--- config.mk ---
export PLATFORM = sky130hd
export DESIGN_NAME = compacting_value_list
export DESIGN_NICKNAME = d
export VERILOG_FILES = /design/src/rtl/cvl_pkg.sv /design/src/rtl/compacting_value_list.sv /design/src/rtl/cvl_store.sv
export SDC_FILE = /design/constraint.sdc
export NUM_CORES = 2
export LEC_CHECK = 0
export ABC_AREA = 0
export CAP_MARGIN = 40
export CORE_MARGIN = 2
export CORE_UTILIZATION = 57
export DETAILED_ROUTE_END_ITERATION = 8
export DONT_BUFFER_PORTS = 1
export PLACE_DENSITY_LB_ADDON = 0.12
export RECOVER_POWER = 100
export SYNTH_ARGS = -nofsm -noshare
export SYNTH_HDL_FRONTEND = slang
export SYNTH_SLANG_ARGS = --single-unit
--- constraint.sdc ---
create_clock -name aclk -period 3.7 [get_ports aclk]
set_input_delay 0.37 -clock aclk [delete_from_list [all_inputs] [get_ports aclk]]
set_output_delay 0.37 -clock aclk [all_outputs]
set_load 0.01 [all_outputs]
--- src/rtl/cvl_pkg.sv ---
package cvl_pkg;

    localparam int DEPTH_DEFAULT = 64;
    localparam int VALUE_W       = 32;
    localparam int POS_W         = 6;
    localparam int COUNT_W       = 7;

    typedef enum logic [1:0] {
        OP_INSERT   = 2'd0,
        OP_REMOVE   = 2'd1,
        OP_READ     = 2'd2,
        OP_CONTAINS = 2'd3
    } op_t;

    typedef enum logic [1:0] {
        ST_OK    = 2'd0,
        ST_FULL  = 2'd1,
        ST_RANGE = 2'd2
    } status_t;

    typedef struct packed {
        op_t                        operation;
        logic signed [VALUE_W-1:0]  value;
        logic [POS_W-1:0]           position;
    } cvl_in_t;

    typedef struct packed {
        logic signed [VALUE_W-1:0]  read_value;
        logic                       found;
        logic [COUNT_W-1:0]         entry_count;
        status_t                    status;
    } cvl_out_t;

endpackage

--- src/rtl/compacting_value_list.sv ---
// Ordered list of up to DEPTH signed 32-bit entries in a single-port-write,
// single-port-read RAM. One word is taken at a time; each produces one result
// word. Insert passes through an execute and a finish state; read adds a wait
// for the RAM read. Remove and contains stream through the stored entries at
// one RAM read per cycle (contains stops early after a hit). A finished
// result waits in the output register while the next word is accepted.
// entry_count reports the low 7 bits of the internal count.
module compacting_value_list #(
    parameter int DEPTH = cvl_pkg::DEPTH_DEFAULT
) (
    input  logic              aclk,
    input  logic              aresetn,
    input  logic              s_valid,
    output logic              s_ready,
    input  cvl_pkg::cvl_in_t  s_data,
    output logic              m_valid,
    input  logic              m_ready,
    output cvl_pkg::cvl_out_t m_data
);
    import cvl_pkg::*;

    localparam int AW    = $clog2(DEPTH);
    localparam int CNT_W = $clog2(DEPTH + 1);
    localparam int CMP_W = (CNT_W > POS_W) ? CNT_W : POS_W;

    typedef enum logic [2:0] {
        S_IDLE,
        S_EXEC,
        S_SCAN,
        S_RDWAIT,
        S_FINISH
    } state_t;

    state_t             state_reg;
    cvl_in_t            item_reg;
    logic [CNT_W-1:0]   cnt_reg;
    logic [CNT_W-1:0]   idx_reg;
    logic [CNT_W-1:0]   keep_reg;
    logic               pend_reg;
    logic               found_reg;
    logic [VALUE_W-1:0] rdv_reg;
    status_t            st_reg;
    cvl_out_t           out_reg;
    logic               m_valid_reg;

    logic               wr_en;
    logic [AW-1:0]      wr_addr;
    logic [VALUE_W-1:0] wr_data;
    logic               rd_en;
    logic [AW-1:0]      rd_addr;
    logic [VALUE_W-1:0] rd_data;

    logic full;
    logic pos_ok;
    logic issue_ok;
    logic match;
    logic scan_end;

    assign full     = (cnt_reg == CNT_W'(DEPTH));
    assign pos_ok   = (CMP_W'(item_reg.position) < CMP_W'(cnt_reg));
    assign issue_ok = (idx_reg < cnt_reg) && !found_reg;
    assign match    = (rd_data == item_reg.value);
    assign scan_end = !pend_reg && !issue_ok;

    // Compaction writes at keep_reg, which never passes the index being read.
    always_comb begin
        rd_en   = 1'b0;
        rd_addr = AW'(item_reg.position);
        wr_en   = 1'b0;
        wr_addr = cnt_reg[AW-1:0];
        wr_data = item_reg.value;
        if (state_reg == S_SCAN) begin
            rd_en   = issue_ok;
            rd_addr = idx_reg[AW-1:0];
            wr_en   = (item_reg.operation == OP_REMOVE) && pend_reg && !match;
            wr_addr = keep_reg[AW-1:0];
            wr_data = rd_data;
        end else if (state_reg == S_EXEC) begin
            rd_en = (item_reg.operation == OP_READ) && pos_ok;
            wr_en = (item_reg.operation == OP_INSERT) && !full;
        end
    end

    cvl_store #(
        .DEPTH (DEPTH),
        .AW    (AW)
    ) u_store (
        .aclk    (aclk),
        .wr_en   (wr_en),
        .wr_addr (wr_addr),
        .wr_data (wr_data),
        .rd_en   (rd_en),
        .rd_addr (rd_addr),
        .rd_data (rd_data)
    );

    always_ff @(posedge aclk) begin
        if (!aresetn) begin
            state_reg   <= S_IDLE;
            cnt_reg     <= '0;
            m_valid_reg <= 1'b0;
            pend_reg    <= 1'b0;
            found_reg   <= 1'b0;
        end else begin
            if (m_ready && state_reg != S_FINISH) begin
                m_valid_reg <= 1'b0;
            end
            case (state_reg)
                S_IDLE: begin
                    if (s_valid) begin
                        item_reg  <= s_data;
                        state_reg <= S_EXEC;
                    end
                end
                S_EXEC: begin
                    rdv_reg   <= '0;
                    found_reg <= 1'b0;
                    idx_reg   <= '0;
                    keep_reg  <= '0;
                    pend_reg  <= 1'b0;
                    case (item_reg.operation)
                        OP_INSERT: begin
                            if (full) begin
                                st_reg <= ST_FULL;
                            end else begin
                                st_reg  <= ST_OK;
                                cnt_reg <= cnt_reg + 1'b1;
                            end
                            state_reg <= S_FINISH;
                        end
                        OP_READ: begin
                            if (pos_ok) begin
                                st_reg    <= ST_OK;
                                state_reg <= S_RDWAIT;
                            end else begin
                                st_reg    <= ST_RANGE;
                                state_reg <= S_FINISH;
                            end
                        end
                        default: begin
                            st_reg    <= ST_OK;
                            state_reg <= S_SCAN;
                        end
                    endcase
                end
                S_SCAN: begin
                    pend_reg <= issue_ok;
                    if (issue_ok) begin
                        idx_reg <= idx_reg + 1'b1;
                    end
                    if (pend_reg && !match) begin
                        keep_reg <= keep_reg + 1'b1;
                    end
                    if (pend_reg && match && item_reg.operation == OP_CONTAINS) begin
                        found_reg <= 1'b1;
                    end
                    if (scan_end) begin
                        if (item_reg.operation == OP_REMOVE) begin
                            cnt_reg <= keep_reg;
                        end
                        state_reg <= S_FINISH;
                    end
                end
                S_RDWAIT: begin
                    rdv_reg   <= rd_data;
                    state_reg <= S_FINISH;
                end
                S_FINISH: begin
                    if (!m_valid_reg || m_ready) begin
                        out_reg.read_value  <= rdv_reg;
                        out_reg.found       <= found_reg;
                        out_reg.entry_count <= COUNT_W'(cnt_reg);
                        out_reg.status      <= st_reg;
                        m_valid_reg         <= 1'b1;
                        state_reg           <= S_IDLE;
                    end
                end
                default: begin
                    state_reg <= S_IDLE;
                end
            endcase
        end
    end

    assign s_ready = (state_reg == S_IDLE);
    assign m_valid = m_valid_reg;
    assign m_data  = out_reg;

`ifndef NO_ASSERTIONS
    a_cnt_bound: assert property (@(posedge aclk) disable iff (!aresetn)
        cnt_reg <= CNT_W'(DEPTH))
        else $error("entry count above depth");

    a_keep_behind: assert property (@(posedge aclk) disable iff (!aresetn)
        state_reg == S_SCAN |-> keep_reg <= idx_reg)
        else $error("compaction write index passed read index");

    a_insert_grows: assert property (@(posedge aclk) disable iff (!aresetn)
        (state_reg == S_EXEC && item_reg.operation == OP_INSERT && !full)
        |=> cnt_reg == $past(cnt_reg) + 1'b1)
        else $error("insert did not grow the list");

    a_range_zero: assert property (@(posedge aclk) disable iff (!aresetn)
        m_valid_reg |-> !(out_reg.status == ST_RANGE && out_reg.read_value != '0))
        else $error("out of range read returned data");
`endif

endmodule

--- src/rtl/cvl_store.sv ---
module cvl_store #(
    parameter int DEPTH = cvl_pkg::DEPTH_DEFAULT,
    parameter int AW    = $clog2(DEPTH)
) (
    input  logic                         aclk,
    input  logic                         wr_en,
    input  logic [AW-1:0]                wr_addr,
    input  logic [cvl_pkg::VALUE_W-1:0]  wr_data,
    input  logic                         rd_en,
    input  logic [AW-1:0]                rd_addr,
    output logic [cvl_pkg::VALUE_W-1:0]  rd_data
);
    import cvl_pkg::*;

    logic [VALUE_W-1:0] mem [DEPTH];

    always_ff @(posedge aclk) begin
        if (wr_en) begin
            mem[wr_addr] <= wr_data;
        end
    end

    always_ff @(posedge aclk) begin
        if (rd_en) begin
            rd_data <= mem[rd_addr];
        end
    end

endmodule

==> impl_metrics.env <==
export IMPL_cp_max_fo=35
export IMPL_slew_viol_final=209
export IMPL_min_period_ps=3810
export IMPL_yosys_top_cells_area="edfxtp_1 78%, mux2i_1 12%, o22ai_1 3.8%, o41ai_1 1.3%, buf_2 0.74%"
export IMPL_pin_count=88
export IMPL_antenna_found_initial=18
export IMPL_drcViolationCount=0
export IMPL_synth_simple_area_share_pct=2.15
export IMPL_synth_async_reset_ratio_pct=0
export IMPL_dp_slack_ps=-526
export IMPL_place_inst=6732
export IMPL_first_global_vias=44400
export IMPL_multi_input_area_um2=18000
export IMPL_relSlewSlack_pct=-17.0
export IMPL_grt_max_degree=76
export IMPL_die_area_um2=153000
export IMPL_syn_area_um2=85200
export IMPL_slowest_delay_ps=570
export IMPL_clock_fmax_ghz=0.262
export IMPL_ys_types=44
export IMPL_finalCritPeriodShare_pct=103
export IMPL_overflow=0
export IMPL_critPathRequiredTime_ps=4090
export IMPL_grt_pass1_wl_mm=308
export IMPL_clk_path_buf_depth=3
export IMPL_synth_fa_ha_area_share_pct=0.220
export IMPL_synth_edf_count=2210
export IMPL_syn_area_per_cell_um2=18.3
export IMPL_vias_per_cell=6.35
export IMPL_clk_pin_slew_worst_paths_ps=60
export IMPL_postLayoutSetupSlackWorst_ps=-112
export IMPL_fillCellCount=9715
export IMPL_firstDrtPassIters=5
export IMPL_synth_cells=4667
export IMPL_synth_compound_area_share_pct=5.55
export IMPL_root_buffer="clkbuf_16"
export IMPL_worstPathArrival_ps=4200
export IMPL_cp_start_kind="flip-flop"
export IMPL_place_area_um2=91900
export IMPL_rsz0062_at_grt="yes"
export IMPL_synthesis_yosys_warnings=0
export IMPL_seq_area_frac_synth_pct=78.2
export IMPL_cts_made_buffers=212
export IMPL_initial_utilization_pct=57.6
export IMPL_tns_ps=-184
export IMPL_total_power_mw=52.1
export IMPL_hold_class="in -> reg"
export IMPL_rows=141
export IMPL_yosysTopAreaCellShare_pct=77.9
export IMPL_seq_area_um2=66600
export IMPL_synth_main_ff_cell="edfxtp_1"
export IMPL_crit_slowest_cell="nand4_1"
export IMPL_cp_cell_sequence="or3b_4, nand3b_1, nand2_1, nand2_4, buf_12, clkbuf_4, o22ai_1, o41ai_2, nand4_1"
export IMPL_synth_xor_area_share_pct=0.411
export IMPL_fin_skew_ps=26.9
export IMPL_clk_latency_ps=850
export IMPL_cts_tree="yes"
export IMPL_cts_htree_levels=4
export IMPL_die_x_um=391
export IMPL_nets=5137
export IMPL_synth_common_cells="2210 x edfxtp_1, 1027 x mux2i_1, 518 x o22ai_1"
export IMPL_ys_ff_latch=2223
export IMPL_chipHeight_um=391
export IMPL_synth_area_mux_share_pct=12.1
export IMPL_port_buffers=0
export IMPL_largest_reg_flops=2048
export IMPL_synthesis_nets=4726
export IMPL_post_route_cell_area_um2=98500
export IMPL_coreArea_um2=148000
export IMPL_drv_cap=6
export IMPL_yosysMostFrequentCell="edfxtp_1"
export IMPL_drive_above_1_share_pct=14.7
export IMPL_fin_cells=7176
export IMPL_peakVddDrop_mv=0.520
export IMPL_syn_to_final_growth_pct=15.6
export IMPL_powerDensity_nw_per_um2=529
export IMPL_cts_sinks=2223
export IMPL_synth_area_leader_cell="edfxtp_1"
export IMPL_violations="max-capacitance violations, max-slew violations, negative setup slack"
export IMPL_vias=45600
export IMPL_drt_wl_total_mm=217
export IMPL_crit_path_end_kind="flip-flop"
export IMPL_place_congestion=0.865
export IMPL_path_class="reg -> reg"
export IMPL_synth_top_family_by_area="multiplexers"
export IMPL_wl_per_cell_um=30.2
export IMPL_finalSetupViolCount=9
export IMPL_grt_use_total_pct=28.1
export IMPL_leakage_nw=34.2
export IMPL_drtIter0Drc=4871
export IMPL_worstMarginPinSlew_ps=1750
export IMPL_postRouteAntennaNets=0
export IMPL_status="complete, but fails checks"
export IMPL_dp_hpwl_mm=130
export IMPL_final_hold_viol_count=0
## cell type report
class | instances | share of cell area [%]
Antenna cell | 2 | 0.00508
Clock buffer | 264 | 5.64
Clock inverter | 116 | 1.17
Inverter | 9 | 0.0343
Multi-Input combinational cell | 2171 | 18.3
Sequential cell | 2223 | 67.7
Tap cell | 1930 | 2.45
Timing Repair Buffer | 461 | 4.76
## worst max-delay path, delay by kind of cell, from the launching register on
kind / cells / cell delay, ps
simple gates: 5 / 1750
buf+inv: 2 / 590
flops: 1 / 410
compound gates: 2 / 590
## power breakdown
part | switching (mW) | internal (mW) | leakage (nW)
logic | 2.07 | 1.02 | 10.9
clock network | 9.11 | 11.9 | 3.28
registers | 0.0692 | 28.0 | 20.0
total | 11.2 | 40.9 | 34.2
## path summary, 6_finish.rpt
| check | from | to | slack [ps] | depth (start not counted) |
|---|---|---|---|---|
| setup reg to reg | state_reg[2] | u_store.rd_data[1] | -110 | 9 |
| hold reg to reg | rdv_reg[4] | m_data[14] | 420 | 0 |
| hold / removal | s_data[39] | item_reg[39] | 150 | 1 |
| setup / recovery | state_reg[2] | u_store.rd_data[1] | -110 | 9 |
## metrics by stage
| step | hold WS (ps) | util [%] |
|---|---|---|
| 2_1_floorplan | 400 | - |
| 3_3_place_gp | 401 | 61.4 |
| 3_5_place_dp | 405 | 62.1 |
| 4_1_cts | 68.9 | 67.1 |
| 5_1_grt | 135 | 66.5 |
| 6_report | 153 | 66.5 |
## routing by layer
layer  routed length, µm  GRT usage [%]  vias up
met4                5030           7.57       16
met3               20000           6.77      342
met2              103000           45.0     2020
li1                    -              -    19900
met5                 118              0        -
met1               88000           39.0    23400
## repair_timing
action,CTS,global route
resized for setup,30,37
cloned,2,7
setup endpoints to repair,28,24
pin swaps,8,12
buffers inserted,2,6
endpoints found under the hold margin,82,0
hold buffers,44,0
## logic make-up after synthesis
family,Yosys count
AOI/OAI and AO/OA,699
xor gates and xnor gates,40
adders and majority gates,15
buffers and inverters,273
DFF,2223
muxes,1027
and+or+nand+nor,390
## layout by cell type (no fill, tap or decap), types with 9 or more instances in the layout
| cell type | instances |
|---|---|
| a21oi_1 | 9 |
| buf_6 | 14 |
| and3_1 | 36 |
| buf_2 | 11 |
| buf_4 | 171 |
| o22ai_1 | 518 |
| nand3b_1 | 12 |
| o31ai_1 | 9 |
| o41ai_2 | 31 |
| mux2i_1 | 1026 |
| clkinv_2 | 41 |
| nand3_1 | 20 |
| clkbuf_16 | 220 |
| clkbuf_1 | 79 |
| nand4_1 | 39 |
| dlygate4sd3_1 | 44 |
| edfxtp_1 | 2210 |
| buf_16 | 18 |
| nand2_2 | 12 |
| inv_1 | 9 |
| dfxtp_1 | 13 |
| o41ai_1 | 96 |
| bufinv_16 | 18 |
| buf_12 | 66 |
| nand2_1 | 141 |
| clkbuf_2 | 66 |
| clkbuf_4 | 25 |
| clkinv_1 | 39 |
| nor2_1 | 50 |
| xor2_1 | 36 |
| ha_1 | 15 |
| o21ai_0 | 10 |
| nor2_4 | 26 |
Note: power is estimated with default switching activity, not from simulation.
